`src/rtl/msv_pkg.sv`:
```
// Shared types, constants and arithmetic helpers of the synth voice.
`timescale 1ns / 1ps

package msv_pkg;

    localparam int MUL_A_W = 33;
    localparam int MUL_B_W = 25;
    localparam int MUL_P_W = MUL_A_W + MUL_B_W;
    localparam int ACC_W   = 60;
    localparam int DIV_N_W = 31;
    localparam int DIV_D_W = 32;
    localparam int DIV_Q_W = 22;

    localparam logic [16:0]        ONE_Q16       = 17'd65536;
    localparam logic [23:0]        ENV_ONE       = 24'd8388608;
    localparam logic signed [24:0] DECAY_EPS     = 25'sd8389;
    localparam logic [23:0]        RELEASE_FLOOR = 24'd839;
    localparam logic [24:0]        OUT_GAIN      = 25'd45875;
    localparam logic [24:0]        DRIVE_BASE    = 25'd4096;
    localparam logic [31:0]        CLIP_ONE      = 32'd4194304;
    localparam logic signed [24:0] RAMP_OFFSET   = 25'sd4194304;

    localparam logic [63:0] HALF_PI_Q30 = 64'd1686629713;
    localparam logic [63:0] Q30_ONE     = 64'd1073741824;

    // Frequencies of the top octave (notes 120 to 131) in Hz, Q16.
    localparam logic [31:0] TOP_OCT_HZ_Q16 [12] = '{
        32'd548668578, 32'd581294109, 32'd615859655, 32'd652480575,
        32'd691279090, 32'd732384684, 32'd775934544, 32'd822074013,
        32'd870957077, 32'd922746880, 32'd977616265, 32'd1035748353
    };

    typedef logic signed [ACC_W-1:0] acc_t;

    typedef struct packed {
        logic [15:0] osc_blend;
        logic [15:0] drive_amount;
        logic [15:0] filter_alpha;
        logic [15:0] filter_feedback;
        logic [23:0] attack_step;
        logic [16:0] decay_coeff;
        logic [23:0] sustain_level;
        logic [15:0] release_coeff;
    } cfg_t;

    // Signed shift right with round to nearest, ties away from zero.
    function automatic acc_t shr_round(input acc_t v, input int s);
        logic [ACC_W-1:0] mag;
        logic [ACC_W-1:0] r;
        mag = v[ACC_W-1] ? ACC_W'(-v) : ACC_W'(v);
        r = (mag + (ACC_W'(1) << (s - 1))) >> s;
        return v[ACC_W-1] ? -$signed(r) : $signed(r);
    endfunction

    function automatic logic signed [23:0] sat24(input acc_t v);
        if (v > 60'sd8388607) begin
            return 24'sh7FFFFF;
        end else if (v < -60'sd8388608) begin
            return 24'sh800000;
        end
        return v[23:0];
    endfunction

    // Sine of a 32-bit phase fraction, Q1.22, by a Taylor series in Q30.
    function automatic logic signed [23:0] sine_from_c(input logic [63:0] c);
        logic [1:0]  quad;
        logic [63:0] r;
        logic [63:0] x;
        logic [63:0] x2;
        logic [63:0] t;
        logic [63:0] s;
        quad = c[31:30];
        r = {34'd0, c[29:0]};
        if (quad[0]) begin
            r = Q30_ONE - r;
        end
        x  = (r * HALF_PI_Q30) >> 30;
        x2 = (x * x) >> 30;
        t  = Q30_ONE - x2 / 110;
        t  = Q30_ONE - ((x2 * t) >> 30) / 72;
        t  = Q30_ONE - ((x2 * t) >> 30) / 42;
        t  = Q30_ONE - ((x2 * t) >> 30) / 20;
        t  = Q30_ONE - ((x2 * t) >> 30) / 6;
        s  = (((x * t) >> 30) + 64'd128) >> 8;
        return quad[1] ? -$signed(s[23:0]) : $signed(s[23:0]);
    endfunction

endpackage

```
`src/rtl/msv_mul.sv`:
```
// Shared signed multiplier with a registered product.
`timescale 1ns / 1ps

module msv_mul (
    input  logic                                 aclk,
    input  logic signed [msv_pkg::MUL_A_W-1:0]   a,
    input  logic signed [msv_pkg::MUL_B_W-1:0]   b,
    output logic signed [msv_pkg::MUL_P_W-1:0]   p
);

    logic signed [msv_pkg::MUL_P_W-1:0] p_reg;

    always_ff @(posedge aclk) begin
        p_reg <= a * b;
    end

    assign p = p_reg;

endmodule

```
`config.mk`:
```
export PLATFORM = sky130hd
export DESIGN_NAME = msv_mul
export DESIGN_NICKNAME = d
export VERILOG_FILES = /design/src/rtl/msv_pkg.sv /design/src/rtl/msv_mul.sv
export SDC_FILE = /design/constraint.sdc
export NUM_CORES = 2
export LEC_CHECK = 0
export BUFFER_PORTS_ARGS = -buffer_cell sky130_fd_sc_hd__buf_2
export CORE_ASPECT_RATIO = 1.4
export CORE_MARGIN = 2
export CORE_UTILIZATION = 60
export CTS_CLUSTER_DIAMETER = 80
export CTS_CLUSTER_SIZE = 14
export DETAILED_ROUTE_END_ITERATION = 16
export GPL_TIMING_DRIVEN = 0
export HOLD_SLACK_MARGIN = 0.08
export PLACE_DENSITY = 0.87
export SYNTH_ARGS = -nofsm -noshare
export SYNTH_HDL_FRONTEND = slang
export SYNTH_SLANG_ARGS = --single-unit
```
`constraint.sdc`:
```
create_clock -name aclk -period 8.95 [get_ports aclk]
set_input_delay 0.4475 -clock aclk [delete_from_list [all_inputs] [get_ports aclk]]
set_output_delay 0.4475 -clock aclk [all_outputs]
set_load 0.03 [all_outputs]
```
**Word-level counts from Yosys, hierarchy flattened**

Index checks and enable logic that the tools add are counted.
W data, S select, Z words.

- Memory bits (read-only): 0
- Bits in writable memories: 0
- Bits in latches: 0
- Output and inout port bits: 58
- Bits in registers: 58
- Input port bits: 59
- Logic and storage cells: 2
- Memories kept: 0

- Equal/unequal tests: 0
- Mux-type cells: 0
- Bitwise gates (word level): 0
- Shift operators: 0
- Add/subtract/negate cells: 0
- Divide/modulo/power cells: 0
- Multipliers: 1
- Reductions and logical operators: 0
- $lt $le $gt $ge: 0

Operator list:

| operator | number |
|---|---|
| $mul A33 B25 Y58 | 1 |

**Logic depth before layout (Yosys ltp)**

- Word-level depth: 1
- Gate-level depth with buffers: 27
- Mapped depth without buffers: 25

**Worst setup path before layout**

OpenSTA, ideal clock, no wires.

- Kind: input to register
- Start: input port a[32] in the netlist's numbering
- End: register p_reg (netlist bit p[57])
- Buffers on the path: 2
- Path slack: 2.107 ns
- Data required time: 8.807 ns
- Data arrival time: 6.700 ns
- Setup time: 0.143 ns
- Stages: 21
- Cell sequence: clkbuf_1 > nand2_1 > inv_1 > fa_1 > fa_1 > inv_1 > fa_1 > inv_1 > fa_1 > fa_1 > fa_1 > fa_1 > ha_1 > clkbuf_8 > a21o_1 > a21o_1 > a21o_1 > a21o_1 > and3_1 > a21oi_1 > o211ai_1

- Word-level cells in the longest chain between the ends: 1

RTL lines:

| element | line | text |
|---|---|---|
| start, declared | msv_mul.sv:6 | `input logic signed [msv_pkg::MUL_A_W-1:0] a,` |
| $mul A33 B25 Y58 | msv_mul.sv:14 | `p_reg <= a * b;` |
| end signal, assigned | msv_mul.sv:14 |  |
| end, declared | msv_mul.sv:11 | `logic signed [msv_pkg::MUL_P_W-1:0] p_reg;` |

Every way passes these cells.

**Final worst setup path**

- Start: input port a[20] in the netlist's numbering
- End: register p_reg (netlist bit p[57])

The elaborated chain is that of the path after synthesis.

==> impl_results.md <==
* Status: finished with violations
* Failing checks: design-rule violations
* Max FFs per register at 58
* Die ar. at around 52000 um^2
* Crit start category: primary input
* WHS at 0.536 ns
* Area contributors post-synth: fa_1 56%, inv_1 9.8%, and2_1 8.5%
* Clk pin slew, worst setup/hold paths at 0.05 ns
* WL/cell at 27.2 um
* Post-synth top area share at 0.558
* Top achievable clock speed at 116 MHz
* CTS resizes at 0
* Largest net degree at the start of global routing at 14
* Clock buffer depth at 2
* Synth warnings at 0
* Die width at 194 um
* Syn avg cell area at around 9.4 um^2
* Max_cap viols at 0
* Core footprint at 49900 um^2
* Data required, critical path at 9.16 ns
* Vias in the first global route at 26.9k
* Initial antenna violation count at 13
* Worst path max stage delay at ~1.0 ns
* First-pass GRT wire length at 163000 um
* Remaining DRCs at 1
* Share of cells above drive strength 1 at 0.0470
* Ys flop type: dfxtp_1
* Nets at about 4.4k
* Cts hold-fix bufs at 0
* Num CTS Buffers at 9
* Hold Crit Depth at 2
* CP most frequent cell: fa_1
* Initial DRC count at between 2k and 2.5k
* Die H at 269 um
* Synth Instances at ~3.2k
* CP max FO at 10
* Slowest library cell on the worst path: clkbuf_1
* Area growth syn-to-layout at 5.75%
* Final hold vios at 0
* Net count after synthesis at 4266
* I/O Pins at 117
* Routability cong. at roughly 1.1
* CP Capture Type: register
* DRT Pass-1 Iters at 13
* Slew Limit Fails at 0
* Number of synthesized flops with an enable pin at 0
* Gr usage total at 0.435
* H-Tree Depth at 3
* Buf/Inv on CP at 7
* Starting Density at 0.606
* Post-CTS Setup Inserts at 0
* Period utilization at 0.963
* Worst hold path startpoint: a[0]
* Cell Area, Synth at 30200 um^2
* Slew @ Worst Pin at ~1.4 ns
* Yosys cell types at 60
* DP Wirelength at 87200 um
* Min-delay worst type: in2reg
* Clk sinks at 58
* Vias/cell at roughly 6.1
* Antenna Nets Post-Route at 0
* Top cell type by total area after synthesis: fa_1
* Sequential share of the synthesized area at 0.0384
* Site row count at slightly below 100
* RSZ-0062 raised after global routing: no
* Vias at 24.5k
* Total gr overflow at 0
* Max_slew headroom at 0.0510
* Fin crit period at 8.62 ns
* Most common cell after layout, fill and taps aside: fa_1
* Top delay family on crit path: adder cells
* Number of buffers added on ports at 116
* Final setup TNS at 0 ns
* # setup viols final at 0
* Number of synthesized register bits at 58
* CTS tree: built
* Hold endpoint: p[0]$_DFF_P_
* FFs w/ async S/R, synth at 0
* CP Data Arrival Time at between 8 and 9 ns
* Commonest non-fill, non-tap cells in the layout: 842 x fa_1, 785 x inv_1, 416 x nand2_1
* CTS Root Cell: clkbuf_16
* Crit path kind: in2reg
* Fillers at 4116
* Routed wire length at 109000 um
## layout make-up
| type | count | area (um^2) | area share |
|---|---|---|---|
| clock inverters | 6 | 105 | 0.00329 |
| multi-input cells | 2206 | 25400 | 0.796 |
| plain buffers | 158 | 652 | 0.0204 |
| inverters | 786 | 2950 | 0.0924 |
| flip-flops and latches | 58 | 1160 | 0.0364 |
| well taps | 643 | 805 | 0.0252 |
| clock buffers | 10 | 229 | 0.00717 |
| repair buffers | 116 | 581 | 0.0182 |
| diodes | 7 | 17.5 | 0.000548 |
## cells in the mapped netlist (3+ instances only)
library cell,number
inv_1,785
o21bai_1,15
nor3_1,6
o31ai_2,3
and3_1,8
nand3_1,16
fa_1,842
a21oi_1,51
nor3b_1,3
nor2_1,57
nor4_1,3
o21ai_0,28
nand2_1,416
nand2b_1,11
nor2b_1,5
dfxtp_1,58
a211o_1,3
ha_1,157
and2_1,409
a211oi_1,8
o21a_1,5
clkbuf_8,4
xnor2_1,44
clkbuf_1,148
o211ai_1,7
a21o_1,34
buf_2,3
xor2_1,15
a31oi_1,10
nand4_1,15
## worst max-delay path by stage
stage / slack, ns / cells after the start / start / endpoint
global placement: 0.52 / 25 / a[19] / p[57]$_DFF_P_
floorplan: 2.11 / 21 / a[32] / p[57]$_DFF_P_
finish: 0.33 / 25 / a[20] / p[57]$_DFF_P_
CTS: 0.82 / 25 / a[19] / p[57]$_DFF_P_
global route: 0.21 / 25 / a[20] / p[57]$_DFF_P_
detailed placement: 0.47 / 25 / a[19] / p[57]$_DFF_P_
## through the flow
step	utilization	instances	cell area [um^2]	worst slack, ns
floorplan	-	3208	30200	2.11
global placement	0.633	3967	31600	0.524
detailed placement	0.633	3967	31600	0.468
CTS	0.640	3983	31900	0.821
global route	0.640	3985	31900	0.210
finish	0.640	3990	31900	0.333
## routing by layer
layer | wire, um | global-route usage
met2 | 49300 | 0.667
met1 | 30500 | 0.437
met4 | 15400 | 0.446
met5 | 61 | 0
met3 | 13400 | 0.175
## cell families (layout without fill, tap and decap cells)
group,Yosys count,count (layout),synth area share
other,0,7,0
AND/OR/NAND/NOR,954,954,0.158
AO/OA/AOI/OAI,194,194,0.0442
buffers and inverters,944,1076,0.119
XOR/XNOR,59,59,0.0171
flip-flops,58,58,0.0384
adder cells (fa/ha/maj),999,999,0.623
Power is not shown: default switching activity piles up to over one toggle a cycle in this logic, so the estimate is an artifact.
