File: src/rtl/msv_pkg.sv
// Shared types, constants and arithmetic helpers of the synth voice.
`timescale 1ns / 1ps

package msv_pkg;

    localparam int MUL_A_W = 33;
    localparam int MUL_B_W = 25;
    localparam int MUL_P_W = MUL_A_W + MUL_B_W;
    localparam int ACC_W   = 60;
    localparam int DIV_N_W = 31;
    localparam int DIV_D_W = 32;
    localparam int DIV_Q_W = 22;

    localparam logic [16:0]        ONE_Q16       = 17'd65536;
    localparam logic [23:0]        ENV_ONE       = 24'd8388608;
    localparam logic signed [24:0] DECAY_EPS     = 25'sd8389;
    localparam logic [23:0]        RELEASE_FLOOR = 24'd839;
    localparam logic [24:0]        OUT_GAIN      = 25'd45875;
    localparam logic [24:0]        DRIVE_BASE    = 25'd4096;
    localparam logic [31:0]        CLIP_ONE      = 32'd4194304;
    localparam logic signed [24:0] RAMP_OFFSET   = 25'sd4194304;

    localparam logic [63:0] HALF_PI_Q30 = 64'd1686629713;
    localparam logic [63:0] Q30_ONE     = 64'd1073741824;

    // Frequencies of the top octave (notes 120 to 131) in Hz, Q16.
    localparam logic [31:0] TOP_OCT_HZ_Q16 [12] = '{
        32'd548668578, 32'd581294109, 32'd615859655, 32'd652480575,
        32'd691279090, 32'd732384684, 32'd775934544, 32'd822074013,
        32'd870957077, 32'd922746880, 32'd977616265, 32'd1035748353
    };

    typedef logic signed [ACC_W-1:0] acc_t;

    typedef struct packed {
        logic [15:0] osc_blend;
        logic [15:0] drive_amount;
        logic [15:0] filter_alpha;
        logic [15:0] filter_feedback;
        logic [23:0] attack_step;
        logic [16:0] decay_coeff;
        logic [23:0] sustain_level;
        logic [15:0] release_coeff;
    } cfg_t;

    // Signed shift right with round to nearest, ties away from zero.
    function automatic acc_t shr_round(input acc_t v, input int s);
        logic [ACC_W-1:0] mag;
        logic [ACC_W-1:0] r;
        mag = v[ACC_W-1] ? ACC_W'(-v) : ACC_W'(v);
        r = (mag + (ACC_W'(1) << (s - 1))) >> s;
        return v[ACC_W-1] ? -$signed(r) : $signed(r);
    endfunction

    function automatic logic signed [23:0] sat24(input acc_t v);
        if (v > 60'sd8388607) begin
            return 24'sh7FFFFF;
        end else if (v < -60'sd8388608) begin
            return 24'sh800000;
        end
        return v[23:0];
    endfunction

    // Sine of a 32-bit phase fraction, Q1.22, by a Taylor series in Q30.
    function automatic logic signed [23:0] sine_from_c(input logic [63:0] c);
        logic [1:0]  quad;
        logic [63:0] r;
        logic [63:0] x;
        logic [63:0] x2;
        logic [63:0] t;
        logic [63:0] s;
        quad = c[31:30];
        r = {34'd0, c[29:0]};
        if (quad[0]) begin
            r = Q30_ONE - r;
        end
        x  = (r * HALF_PI_Q30) >> 30;
        x2 = (x * x) >> 30;
        t  = Q30_ONE - x2 / 110;
        t  = Q30_ONE - ((x2 * t) >> 30) / 72;
        t  = Q30_ONE - ((x2 * t) >> 30) / 42;
        t  = Q30_ONE - ((x2 * t) >> 30) / 20;
        t  = Q30_ONE - ((x2 * t) >> 30) / 6;
        s  = (((x * t) >> 30) + 64'd128) >> 8;
        return quad[1] ? -$signed(s[23:0]) : $signed(s[23:0]);
    endfunction

endpackage

File: src/rtl/msv_cfg.sv
// Configuration register file of the synth voice, with write-time saturation.
`timescale 1ns / 1ps

module msv_cfg (
    input  logic          aclk,
    input  logic          aresetn,
    input  logic          wr_en,
    input  logic [2:0]    wr_index,
    input  logic [23:0]   wr_data,
    output msv_pkg::cfg_t cfg
);

    typedef enum logic [2:0] {
        REG_OSC_BLEND       = 3'd0,
        REG_DRIVE_AMOUNT    = 3'd1,
        REG_FILTER_ALPHA    = 3'd2,
        REG_FILTER_FEEDBACK = 3'd3,
        REG_ATTACK_STEP     = 3'd4,
        REG_DECAY_COEFF     = 3'd5,
        REG_SUSTAIN_LEVEL   = 3'd6,
        REG_RELEASE_COEFF   = 3'd7
    } reg_index_t;

    msv_pkg::cfg_t cfg_reg;

    always_ff @(posedge aclk) begin
        if (!aresetn) begin
            cfg_reg.osc_blend       <= '0;
            cfg_reg.drive_amount    <= '0;
            cfg_reg.filter_alpha    <= 16'hFFFF;
            cfg_reg.filter_feedback <= '0;
            cfg_reg.attack_step     <= msv_pkg::ENV_ONE;
            cfg_reg.decay_coeff     <= msv_pkg::ONE_Q16;
            cfg_reg.sustain_level   <= msv_pkg::ENV_ONE;
            cfg_reg.release_coeff   <= '0;
        end else if (wr_en) begin
            unique case (reg_index_t'(wr_index))
                REG_OSC_BLEND:       cfg_reg.osc_blend       <= wr_data[15:0];
                REG_DRIVE_AMOUNT:    cfg_reg.drive_amount    <= wr_data[15:0];
                REG_FILTER_ALPHA:    cfg_reg.filter_alpha    <= wr_data[15:0];
                REG_FILTER_FEEDBACK: cfg_reg.filter_feedback <= wr_data[15:0];
                REG_ATTACK_STEP:     cfg_reg.attack_step     <= wr_data;
                REG_DECAY_COEFF: begin
                    cfg_reg.decay_coeff <= (wr_data[16:0] > msv_pkg::ONE_Q16) ?
                                           msv_pkg::ONE_Q16 : wr_data[16:0];
                end
                REG_SUSTAIN_LEVEL: begin
                    cfg_reg.sustain_level <= (wr_data > msv_pkg::ENV_ONE) ?
                                             msv_pkg::ENV_ONE : wr_data;
                end
                REG_RELEASE_COEFF:   cfg_reg.release_coeff   <= wr_data[15:0];
                default: ;
            endcase
        end
    end

    assign cfg = cfg_reg;

endmodule

File: config.mk
export PLATFORM = sky130hd
export DESIGN_NAME = msv_cfg
export DESIGN_NICKNAME = d
export VERILOG_FILES = /design/src/rtl/msv_pkg.sv /design/src/rtl/msv_cfg.sv
export SDC_FILE = /design/constraint.sdc
export NUM_CORES = 1
export LEC_CHECK = 0
export BUFFER_PORTS_ARGS = -buffer_cell sky130_fd_sc_hd__buf_2
export CAP_MARGIN = 20
export CELL_PAD_IN_SITES_DETAIL_PLACEMENT = 0
export CELL_PAD_IN_SITES_GLOBAL_PLACEMENT = 1
export CORE_MARGIN = 1.5
export CORE_UTILIZATION = 30
export CTS_CLUSTER_SIZE = 10
export DETAILED_ROUTE_END_ITERATION = 8
export PLACE_DENSITY_LB_ADDON = 0.1
export SLEW_MARGIN = 20
export SYNTH_ARGS = -nofsm -noshare
export SYNTH_HDL_FRONTEND = slang
export SYNTH_SLANG_ARGS = --single-unit
File: constraint.sdc
create_clock -name aclk -period 1.7 [get_ports aclk]
set_input_delay 0.17 -clock aclk [delete_from_list [all_inputs] [get_ports aclk]]
set_output_delay 0.17 -clock aclk [all_outputs]
set_load 0.1 [all_outputs]
; ---- After elaboration in Yosys (flattened, before gate mapping)
; Cells that the tools add are included.
[op_classes]
n_eq_ne = 7
n_mux = 2
order_cmp = 2
reduce_logical = 9
[ops]
columns = operator, count
row1 = > comparator 24 bit (second input constant), 1
row2 = 2-to-1 mux 24 bit, 1
row3 = > comparator 17 bit (second input constant), 1
row4 = 2-to-1 mux 17 bit, 1
row5 = AND reduction 2 bit, 8
row6 = == test 3 bit (second input constant), 4
row7 = == test 3 x 2 -> 1 bit (second input constant), 2
row8 = == test 3 x 1 -> 1 bit (second input constant), 1
row9 = zero test 3 bit, 1
[totals]
wordCells = 28
ff_bits = 145
out_inout_bits = 145
input_bits = 30

; ---- Depth between registers and ports, before layout
[logic_depth]
depth_word = 2
mapped_depth = 6
depth_no_buf = 3

; ---- Worst setup path after synthesis
; OpenSTA, ideal clock, no wires.
[synth_path]
path_type = input-to-reg
from = input port wr_index[1]
to = register cfg_reg (netlist bit cfg[134])
arrival_ns = 1.115
t_required_ns = 1.568
path_stages = 5
path_slack_ns = 0.453
setup_ns = 0.132
path_buffers = 2
path_cell_list = or4b_1 > buf_2 > buf_2 > nand2_1 > a21oi_1
[synth_via]
elab_chain_cells = 2
[synth_rtl]
columns = element, line_no
row1 = "start, declared", msv_cfg.sv:8  ; input logic [2:0] wr_index,
row2 = zero test 3 bit, msv_cfg.sv:37  ; unique case (reg_index_t'(wr_index))
row3 = AND reduction 2 bit (no source line), n/a
row4 = "end, declared", msv_cfg.sv:24  ; msv_pkg::cfg_t cfg_reg;
; No other way between the ends.
; A chain may end at the register's enable or synchronous reset.

; ---- Worst setup path after layout
[layout_path]
from = register cfg_reg (netlist bit cfg[126])
to = output port cfg[126] in the netlist's numbering
[layout_rtl]
columns = element, line_no
row1 = "end, declared", msv_cfg.sv:10  ; output msv_pkg::cfg_t cfg
; No word-level cell between the ends.

==> key figures <==
Status
  • Outcome: finished clean

Critical path
  • CP Cell Sequence: buf_2
  • Path type of the worst setup path: register to output pin
  • Levels on crit path: 1
  • Crit. End Element: output pin
  • Largest stage delay, worst path: 0.44 ns
  • CP Data Arrival Time: 1.22 ns
  • CP Launch Point: cfg[126]
  • CP max-delay cell: buf_2
  • Reg2reg setup slack: 1.06 ns
  • Critical path fanouts, max: 2
  • CP Launch Type: register
  • Data required, critical path: 1.53 ns
  • Cell family with most CP delay: buffers and inverters
  • Worst Reg-to-Reg Cells: 1
  • Reg2Reg Capture Point: cfg[47]
  • R2r startpoint: cfg[47]
  • WP buf/inv: 1

GRT
  • GRT overflow: 0
  • First-pass GRT wire length: 25,800 um
  • Largest net degree at the start of global routing: 111
  • Total track usage: 0.191
  • Initial antenna violation count: 0
  • Vias in the first global route: 4,369

Power
  • Net Sw Power: 2.23 mW
  • Cell area power density: 1210 mW/mm^2
  • Leak pwr: 2.93 nW
  • Combinational Power Share: 0.118
  • Clk pwr share: 0.462
  • Peak supply drop: 717 uV
  • Sw Ratio: 0.267
  • Sequential share of power: 0.420
  • Int Pwr: 6.12 mW

Final layout
  • Multi-input logic area: 0.00204 mm^2
  • Number of antenna diodes: 0
  • Most common cell after layout, fill and taps aside: nand2_1
  • Syn-to-layout area delta: 29.4%
  • Share of post-route cells with drive strength above 1: 0.281
  • Nets: 808
  • FILL cells: 1,844
  • Fin util: 0.398
  • Max reg flops: 145
  • Finished Layout Cells: 1,014
  • Register area: 0.00290 mm^2
  • Most frequent cells in the layout: 234 x nand2_1, 174 x buf_2, 145 x dfxtp_1, 110 x a21oi_1, 22 x nand3b_1

Floorplanning
  • Die H: 136 um
  • Die area: 0.0185 mm^2
  • Initial Util: 0.307
  • Core area: 0.0173 mm^2
  • Cell Rows: 48
  • IO Pins: 175
  • DIE WIDTH: 136 um

Route
  • Drt drc: 0
  • 1st-iter DRT viols: 333
  • DRT antenna net count: 0
  • WL/cell: 17.4 um
  • Vias per cell: 4.78
  • Overall routed net length: 17,700 um
  • Drt pass-1 iters: 4
  • DR vias: 4,850

Yosys
  • Warnings, synthesis: 0
  • Synth Cell Area: 0.00532 mm^2
  • Synthesized Nets: 664
  • Post-synthesis cell count: 634
  • Mean Syn Cell Area: 8.38 um^2
  • Unique masters post-synth: 28
  • Number of register bits inferred by synthesis: 145
  • Register area share after synthesis: 0.546

Timing
  • Hold_ws: 0.0174 ns
  • Final worst slack: 0.314 ns
  • Max_slew headroom: 0.573
  • Setup TNS: 0 ns
  • Final Skew: 0 ns
  • Hold Fails Final Rpt: 0
  • Setup-failing EPs final: 0
  • Highest clock rate: 0.722 GHz
  • Fin crit period: 1.39 ns
  • Worst slew pin tran: 0.640 ns
  • RSZ-0062 raised after global routing: false
  • Final period util: 0.815
  • Final Max Slew Viols: 0

Clock network
  • CTS buffer count: 17
  • Maximum level of the CTS H-tree: 4
  • CTS tree: yes
  • Longest Clk Path Bufs: 2
  • Clk_lat worst skew: 0.42 ns
  • TritonCTS Sinks: 145
  • Reg clk slew, reported paths: 0.05 ns
  • Root Driver: clkbuf_16

Placed design
  • Gpl congestion: 0.770
  • Dpl hpwl: 11,800 um
  • Placed cell count: 980
  • DP Worst Slack: 0.164 ns
  • Port bufs: 174

Min path
  • Hold path startpoint: wr_data[20]
  • Hold path depth: 3
  • Worst min-delay path category: input pin to register
  • Worst Hold End: cfg[77]

Job
  • Maxcap violations: 0
==> cell families (layout without fill, tap and decap cells) <==
family	Yosys count	after routing	synth area share
flip-flops	145	145	0.546
buffers and inverters	70	225	0.0694
AND/OR/NAND/NOR	292	292	0.249
AO/OA/AOI/OAI	127	127	0.135
==> layer usage <==
metal	share of wire	vias up	global-route usage
met4	0.015	0	0.0680
met3	0.076	19	0.0515
met1	0.43	2295	0.242
met5	0	-	0
met2	0.48	157	0.310
li1	-	2379	-
==> cell type report <==
| type | instances | area share |
|---|---|---|
| Multi-Input combinational cell | 419 | 0.297 |
| Tap cell | 225 | 0.0409 |
| Clock buffer | 25 | 0.0735 |
| Clock inverter | 5 | 0.0146 |
| Timing Repair Buffer | 193 | 0.151 |
| Sequential cell | 145 | 0.422 |
| Inverter | 2 | 0.00127 |
==> synth_stat cells, drive strengths merged <==
| cell | count | share of area |
|---|---|---|
| a21oi | 110 | 0.10 |
| a32o | 16 | 0.030 |
| and2 | 1 | 0.0012 |
| and4 | 1 | 0.0016 |
| and4b | 2 | 0.0038 |
| and4bb | 3 | 0.0071 |
| buf | 44 | 0.051 |
| clkbuf | 24 | 0.017 |
| clkinv | 1 | 0.00071 |
| dfxtp | 145 | 0.55 |
| inv | 1 | 0.00071 |
| nand2 | 234 | 0.17 |
| nand3 | 18 | 0.017 |
| nand3b | 22 | 0.031 |
| nand4 | 1 | 0.0012 |
| nand4b | 3 | 0.0061 |
| nand4bb | 3 | 0.0064 |
| nor2 | 1 | 0.0012 |
| nor4b | 1 | 0.0045 |
| o211ai | 1 | 0.0014 |
| or3 | 1 | 0.0012 |
| or4b | 1 | 0.0019 |
==> tightest hold or removal path: stages <==
cell and delay (ns):
buf_2 0.11, nand2_1 0.05, a21oi_1 0.05
==> power groups by stage <==
| stage | clock (mW) | sequential [mW] | combinational (mW) |
|---|---|---|---|
| 2_1_floorplan | 0 | 4.08 | 0.272 |
| 3_3_place_gp | 0 | 3.58 | 0.972 |
| 3_5_place_dp | 0 | 3.58 | 0.982 |
| 4_1_cts | 3.95 | 3.51 | 0.989 |
| 5_1_grt | 4.09 | 3.51 | 1.03 |
| 6_report | 3.86 | 3.51 | 0.981 |
==> per-stage QoR <==
step	total power, mW	cell area, um^2
global placement	4.55	6230
CTS	8.44	6880
global route	8.63	6880
floorplan	4.36	5320
finish	8.34	6880
detailed placement	4.56	6230
==> how the worst max path moves through the flow <==
stage / end / slack [ns]
2_1_floorplan: cfg[134] / 0.45
3_3_place_gp: cfg[103] / 0.28
3_5_place_dp: cfg[47] / 0.16
4_1_cts: cfg[56] / 0.30
5_1_grt: cfg[56] / 0.27
6_report: cfg[126] / 0.31
==> what timing repair did <==
item,4_1_cts,5_1_grt
hold buffers,4,0
gates resized for setup,0,0
hold endpoints to repair,4,0
setup buffers,0,0
(Power assumes the default switching activity.)
