<file path="config.mk">
export PLATFORM = sky130hd
export DESIGN_NAME = msv_div
export DESIGN_NICKNAME = d
export VERILOG_FILES = /design/src/rtl/msv_pkg.sv /design/src/rtl/msv_div.sv
export SDC_FILE = /design/constraint.sdc
export NUM_CORES = 1
export LEC_CHECK = 0
export CORE_ASPECT_RATIO = 1.1
export CORE_UTILIZATION = 58
export CTS_CLUSTER_DIAMETER = 50
export DETAILED_ROUTE_END_ITERATION = 12
export DONT_BUFFER_PORTS = 1
export PLACE_DENSITY = 0.76
export REMOVE_ABC_BUFFERS = 1
export SLEW_MARGIN = 20
export SYNTH_ARGS = -nofsm -noshare
export SYNTH_HDL_FRONTEND = slang
export SYNTH_SLANG_ARGS = --single-unit
</file>
<file path="constraint.sdc">
create_clock -name aclk -period 3 [get_ports aclk]
set_clock_uncertainty 0.2 [all_clocks]
set_input_delay 0.15 -clock aclk [delete_from_list [all_inputs] [get_ports aclk]]
set_output_delay 0.15 -clock aclk [all_outputs]
set_load 0.005 [all_outputs]
</file>
<file path="src/rtl/msv_pkg.sv">
// Shared types, constants and arithmetic helpers of the synth voice.
`timescale 1ns / 1ps

package msv_pkg;

    localparam int MUL_A_W = 33;
    localparam int MUL_B_W = 25;
    localparam int MUL_P_W = MUL_A_W + MUL_B_W;
    localparam int ACC_W   = 60;
    localparam int DIV_N_W = 31;
    localparam int DIV_D_W = 32;
    localparam int DIV_Q_W = 22;

    localparam logic [16:0]        ONE_Q16       = 17'd65536;
    localparam logic [23:0]        ENV_ONE       = 24'd8388608;
    localparam logic signed [24:0] DECAY_EPS     = 25'sd8389;
    localparam logic [23:0]        RELEASE_FLOOR = 24'd839;
    localparam logic [24:0]        OUT_GAIN      = 25'd45875;
    localparam logic [24:0]        DRIVE_BASE    = 25'd4096;
    localparam logic [31:0]        CLIP_ONE      = 32'd4194304;
    localparam logic signed [24:0] RAMP_OFFSET   = 25'sd4194304;

    localparam logic [63:0] HALF_PI_Q30 = 64'd1686629713;
    localparam logic [63:0] Q30_ONE     = 64'd1073741824;

    // Frequencies of the top octave (notes 120 to 131) in Hz, Q16.
    localparam logic [31:0] TOP_OCT_HZ_Q16 [12] = '{
        32'd548668578, 32'd581294109, 32'd615859655, 32'd652480575,
        32'd691279090, 32'd732384684, 32'd775934544, 32'd822074013,
        32'd870957077, 32'd922746880, 32'd977616265, 32'd1035748353
    };

    typedef logic signed [ACC_W-1:0] acc_t;

    typedef struct packed {
        logic [15:0] osc_blend;
        logic [15:0] drive_amount;
        logic [15:0] filter_alpha;
        logic [15:0] filter_feedback;
        logic [23:0] attack_step;
        logic [16:0] decay_coeff;
        logic [23:0] sustain_level;
        logic [15:0] release_coeff;
    } cfg_t;

    // Signed shift right with round to nearest, ties away from zero.
    function automatic acc_t shr_round(input acc_t v, input int s);
        logic [ACC_W-1:0] mag;
        logic [ACC_W-1:0] r;
        mag = v[ACC_W-1] ? ACC_W'(-v) : ACC_W'(v);
        r = (mag + (ACC_W'(1) << (s - 1))) >> s;
        return v[ACC_W-1] ? -$signed(r) : $signed(r);
    endfunction

    function automatic logic signed [23:0] sat24(input acc_t v);
        if (v > 60'sd8388607) begin
            return 24'sh7FFFFF;
        end else if (v < -60'sd8388608) begin
            return 24'sh800000;
        end
        return v[23:0];
    endfunction

    // Sine of a 32-bit phase fraction, Q1.22, by a Taylor series in Q30.
    function automatic logic signed [23:0] sine_from_c(input logic [63:0] c);
        logic [1:0]  quad;
        logic [63:0] r;
        logic [63:0] x;
        logic [63:0] x2;
        logic [63:0] t;
        logic [63:0] s;
        quad = c[31:30];
        r = {34'd0, c[29:0]};
        if (quad[0]) begin
            r = Q30_ONE - r;
        end
        x  = (r * HALF_PI_Q30) >> 30;
        x2 = (x * x) >> 30;
        t  = Q30_ONE - x2 / 110;
        t  = Q30_ONE - ((x2 * t) >> 30) / 72;
        t  = Q30_ONE - ((x2 * t) >> 30) / 42;
        t  = Q30_ONE - ((x2 * t) >> 30) / 20;
        t  = Q30_ONE - ((x2 * t) >> 30) / 6;
        s  = (((x * t) >> 30) + 64'd128) >> 8;
        return quad[1] ? -$signed(s[23:0]) : $signed(s[23:0]);
    endfunction

endpackage

</file>
<file path="src/rtl/msv_div.sv">
// Radix-2 restoring divider for the soft clip, one quotient bit per cycle.
`timescale 1ns / 1ps

module msv_div (
    input  logic                           aclk,
    input  logic                           aresetn,
    input  logic                           start,
    input  logic [msv_pkg::DIV_N_W-1:0]    num,
    input  logic [msv_pkg::DIV_D_W-1:0]    den,
    output logic                           done,
    output logic [msv_pkg::DIV_Q_W-1:0]    quot
);

    // The dividend is num shifted left by DIV_Q_W zero bits; num < den, so
    // the quotient fits in DIV_Q_W bits and num is the starting remainder.
    localparam int CNT_W = $clog2(msv_pkg::DIV_Q_W + 1);

    logic                          busy_reg;
    logic [CNT_W-1:0]              cnt_reg;
    logic [msv_pkg::DIV_D_W-1:0]   rem_reg;
    logic [msv_pkg::DIV_D_W-1:0]   den_reg;
    logic [msv_pkg::DIV_Q_W-1:0]   quot_reg;
    logic [msv_pkg::DIV_D_W:0]     rem_shift;
    logic [msv_pkg::DIV_D_W:0]     rem_diff;
    logic                          fits;

    always_comb begin
        rem_shift = {rem_reg, 1'b0};
        rem_diff  = rem_shift - {1'b0, den_reg};
        fits      = rem_shift >= {1'b0, den_reg};
    end

    always_ff @(posedge aclk) begin
        if (!aresetn) begin
            busy_reg <= 1'b0;
            cnt_reg  <= '0;
        end else if (start) begin
            busy_reg <= 1'b1;
            cnt_reg  <= CNT_W'(msv_pkg::DIV_Q_W);
        end else if (busy_reg) begin
            if (cnt_reg != '0) begin
                cnt_reg <= cnt_reg - CNT_W'(1);
            end else begin
                busy_reg <= 1'b0;
            end
        end
    end

    always_ff @(posedge aclk) begin
        if (start) begin
            rem_reg  <= msv_pkg::DIV_D_W'(num);
            den_reg  <= den;
            quot_reg <= '0;
        end else if (busy_reg && cnt_reg != '0) begin
            rem_reg  <= fits ? rem_diff[msv_pkg::DIV_D_W-1:0]
                             : rem_shift[msv_pkg::DIV_D_W-1:0];
            quot_reg <= {quot_reg[msv_pkg::DIV_Q_W-2:0], fits};
        end
    end

    assign done = busy_reg && (cnt_reg == '0);
    assign quot = quot_reg;

endmodule

</file>
# ---- Word-level counts from Yosys, hierarchy flattened
# Index checks and enable logic that the tools add are counted.
dict set report totals {
  ff_bits 92
  input_bits 66
  elab_cells 30
  output_inout_bits 23
}
dict set report op_classes {
  order_cmp 1
  bitwise 1
  n_mux 9
  addsub 2
  reduce_logical 10
}
# cell count
set ops {}
lappend ops {{two-way mux 31 bit} 2}
lappend ops {{>= comparator 33 x 32 -> 1 bit} 1}
lappend ops {{two-way mux 32 bit} 1}
lappend ops {{subtractor 32 bit} 1}
lappend ops {{two-way mux 5 bit} 3}
lappend ops {{nonzero test 2 bit} 3}
lappend ops {{logical NOT 5 bit} 1}
lappend ops {{nonzero test 5 bit} 1}
lappend ops {{subtractor 5 x 1 -> 5 bit (second input constant)} 1}
lappend ops {{AND reduction 2 bit} 2}
lappend ops {{two-way mux 1 bit} 3}
lappend ops {{logical AND 1 bit} 2}
lappend ops {{OR reduction 2 bit} 1}
lappend ops {{NOT 1 bit} 1}

# ---- Depth between registers and ports, before layout
dict set report depth {
  word_depth 4
  mapped_depth 13
  depth_no_buf 10
}

# ---- Worst setup path before layout
# OpenSTA, ideal clock, no wires.
dict set report synth_path {
  path_kind {register to register}
  start {reg rem_reg[0] (netlist bit)}
  end {reg rem_reg[22] (netlist bit), data pin}
  period_less_slack_ns 2.839
  stages_incl_launch_ff 10
  required_ns 2.532
  setup_time_ns 0.268
  slack_ns 0.161
  n_path_buf 0
  t_arrival_ns 2.372
  path_cell_list {edfxtp_1 > fa_1 > a21o_1 > a221oi_1 > o31a_1 > a21oi_1 > a21o_1 > a21oi_1 > and4_1 > nor4_2}
}
dict set report synth_via {
  elab_chain_cells 4
  elab_cells_between_ends 5
  classes_between {add/sub: 1; order compare: 1; mux: 3}
}
# element line_no
set synth_lines {}
lappend synth_lines {{start, declared} msv_div.sv:20} ;# logic [msv_pkg::DIV_D_W-1:0] rem_reg;
lappend synth_lines {{start signal, assigned} msv_div.sv:51} ;# rem_reg <= msv_pkg::DIV_D_W'(num);
lappend synth_lines {{start signal, assigned} msv_div.sv:55} ;# rem_reg <= fits ? rem_diff[msv_pkg::DIV_D_W-1:0]
lappend synth_lines {{subtractor 32 bit or >= comparator 33 x 32 -> 1 bit (tied branches)} {msv_div.sv:29, msv_div.sv:30}}
lappend synth_lines {{two-way mux 32 bit *} msv_div.sv:55}
lappend synth_lines {{two-way mux 31 bit *} msv_div.sv:54} ;# end else if (busy_reg && cnt_reg != '0) begin
lappend synth_lines {{two-way mux 31 bit *} msv_div.sv:50} ;# if (start) begin
# Mark *: on every way between the ends. The rest lies on a longest branch, timed or not. The select of a mux whose other input is x is not followed.
# A chain may end at the register's enable or synchronous reset.

# ---- Worst setup path in the final report
dict set report layout_path {
  start {reg rem_reg[2] (netlist bit)}
  end {reg rem_reg[23] (netlist bit), data pin}
}
# Same word-level chain as after synthesis.

==> summary.txt <==
Floorplanning
  • Initial cell density of the core: 0.5986
  • Row count: 37
  • Chip height: between 100 and 150 um
  • Placeable Area: slightly above 9000 um2
  • Die Footprint: ~10000 um2
  • Ports: slightly below 90
  • Die W: roughly 96 um

Finish
  • Commonest non-fill, non-tap cells in the layout: dlygate4sd3_1, nand2_1, a21oi_1, edfxtp_1, buf_4
  • Layout Utilization: 0.8072
  • Layout cells sized above 1: 0.1793
  • Register area: 2472 um2
  • Fillers: around 560
  • Design Area, Final: roughly 7500 um2
  • Commonest non-fill, non-tap cell in the layout: dlygate4sd3_1
  • Area delta synth->final: 34.85%
  • Multi-input gate area in the final layout: around 3200 um2
  • NumNets Final: 832
  • N_diodes: 0

Power and ir drop
  • Tot Pwr: 5.228 mW
  • Sequential share of power: 0.319
  • Psw: ~2.0 mW
  • Power density over cell area: roughly 700 nW/um2
  • Combinational fraction of design power: 0.515
  • Clock power frac: 0.166
  • Int Power: between 3 and 4 mW
  • Max VDD drop: 371.9 uV
  • LEAKAGE: between 2 and 3 nW
  • Switching share of power: 0.3884

Timing
  • Max Slew Vio Count: 0
  • Final hold viol count: between 40 and 50
  • Fin worst setup slack: -97.28 ps
  • Sum of negative setup slack: -256.8 ps
  • Worst-margin pin slew: approximately 700 ps
  • Peak Freq: about 0.32 GHz
  • RSZ-0062 raised after global routing: yes
  • Fin crit share: 1.032
  • Final setup viols: 6
  • Fin crit period: 3097 ps
  • Hold WS: -319.9 ps
  • Rel. slew slack: 0.5403

Worst setup path
  • Worst setup SP type: register
  • CP Capture Type: register
  • Critical Path Max Stage Delay: 450 ps
  • Crit Path Max Fanout: 13
  • Critical path's slowest cell: edfxtp_1
  • CP arrival: 3010 ps
  • WP data required: slightly below 3000 ps
  • CP Cell Sequence: ha_4 -> nand2_2 -> nor2_2 -> a21oi_2 -> o41a_1 -> a21oi_4 -> a41o_4 -> buf_16 -> mux2i_1 -> o21ai_1
  • Critical setup path kind: reg -> reg

Yosys
  • Number of synthesized flops with an enable pin: 63
  • Mapped Cells: around 610
  • Cell Area, Synth: between 5000 and 6000 um2
  • Flops & latches, synth: 92
  • Netlist cell types: 65
  • Syn avg cell area: between 9 and 10 um2
  • Post-synth ARST share: 0
  • Ys flop type: edfxtp_1
  • Ys Warns: 0
  • Seq/Total Area, Yosys: 0.4417

Clocking
  • Reg clk slew, reported paths: approximately 110 ps
  • Clock Path Buffers: 2
  • CTS tree: yes
  • CTS buffer count: 9
  • Worst-Skew Late Latency: about 380 ps
  • Clock sink total: 92
  • Root buffer cell: clkbuf_8
  • H-tree Lvls: 3

Routing
  • TritonRoute pass-1 iters: 5
  • Routed vias/inst: 5.971
  • Post-DRT Antenna Nets: 0
  • DRC: 0
  • Drt wl/cell: 18.42 um
  • Aggregate routed wire length: roughly 16 mm
  • DRT iter0 DRCs: approximately 400
  • Vias: approximately 5100

Global routing
  • First-pass GRT wire length: 22.96 mm
  • Largest net degree at the start of global routing: about 80
  • GRT Total Usage: 0.2966
  • Grt total ovfl: 0
  • Vias in the first global route: a little under 5000
  • Initial antenna violation count: 0

Place
  • GPL Wtd Cong: 0.9224
  • Placed cell area: 5878 um2
  • Hpwl dp: roughly 9 mm
  • PortBufs: 0

Run
  • Max-cap violations: 0

Run status
  • Outcome: finished, violations left
  • Failing checks: negative hold slack, negative setup slack

Min path
  • Hold Crit Class: in -> reg
## area by class of cell
cell class / instances / share of cell area
clock buffers: 10 / 0.01823
clock inverters: 6 / 0.007956
inverters: 39 / 0.01939
multi-input cells: 440 / 0.4222
flip-flops and latches: 92 / 0.3275
well taps: 117 / 0.01939
repair buffers: 149 / 0.1853
## per-stage QoR
| step | cells | setup slack (ps) |
|---|---|---|
| after floorplan | 571 | -370.1 |
| after global placement | 726 | -122.7 |
| after detailed placement | 726 | -158.3 |
| after CTS | 830 | -20.23 |
| after global routing | 853 | -182.8 |
| final | 853 | -97.28 |
## worst paths after layout
path                   start     endpoint  slack [ps]  cells after the start
setup / recovery  rem_reg[2]  rem_reg[23]        -100                     10
hold / removal         start  den_reg[22]        -320                      0
setup reg to reg  rem_reg[2]  rem_reg[23]        -100                     10
hold reg to reg   cnt_reg[0]   cnt_reg[0]         360                      2
## layer usage
layer,share of wire,track usage
met2,0.50,0.5107
met1,0.39,0.3574
met5,0,0
met4,0.034,0.09595
met3,0.077,0.07278
## logic make-up after synthesis
logic type,count (synthesis),synth area share
mux,25,0.04470
flops,92,0.4417
compound gates,172,0.1904
fa+ha+maj,35,0.07957
simple gates,181,0.1455
buf+inv,73,0.05588
xor+xnor,27,0.04224
## synth_stat cells, drive strengths merged (4+ instances only)
cell type,number,area (um2)
o21ai,33,165.2
nand2,82,307.8
xnor2,16,140.1
nor2b,4,25.02
buf,13,87.58
nand4,10,62.56
edfxtp,63,1892
and2,5,31.28
nor2,50,190.2
a31oi,4,25.02
nor4,6,43.79
o211ai,4,30.03
a21o,11,82.58
dfxtp,29,580.6
o21a,4,30.03
a21oi,79,410.4
ha,34,425.4
o21bai,7,52.55
nor3,8,40.04
inv,38,142.6
mux2i,25,250.2
xor2,11,96.34
o31ai,4,30.03
clkbuf,21,78.83
## power groups by stage
stage / clock network [mW] / logic [mW] / registers, mW
6_report: 0.866 / 2.69 / 1.67
3_5_place_dp: 0 / 2.02 / 1.66
3_3_place_gp: 0 / 1.98 / 1.66
4_1_cts: 0.867 / 2.24 / 1.65
5_1_grt: 0.920 / 2.90 / 1.68
2_1_floorplan: 0 / 1.44 / 1.63
## critical path, delay by kind of cell, from the launching register on
family                   cells  cell delay [ps]
AO/OA/AOI/OAI                5             1200
AND/OR/NAND/NOR              2              210
buffers and inverters        1              180
flip-flops                   1              450
adder cells (fa/ha/maj)      1              320
multiplexers                 1              270
## what timing repair did
| item | 4_1_cts | 5_1_grt |
|---|---|---|
| hold buffers | 86 | 4 |
| resized for setup | 17 | 46 |
| pin swaps | 5 | 41 |
| cloned | 1 | 2 |
| endpoints found under the setup margin | 29 | 32 |
| buffers inserted | 1 | 17 |
| endpoints found under the hold margin | 123 | 45 |
(Power assumes the default switching activity.)
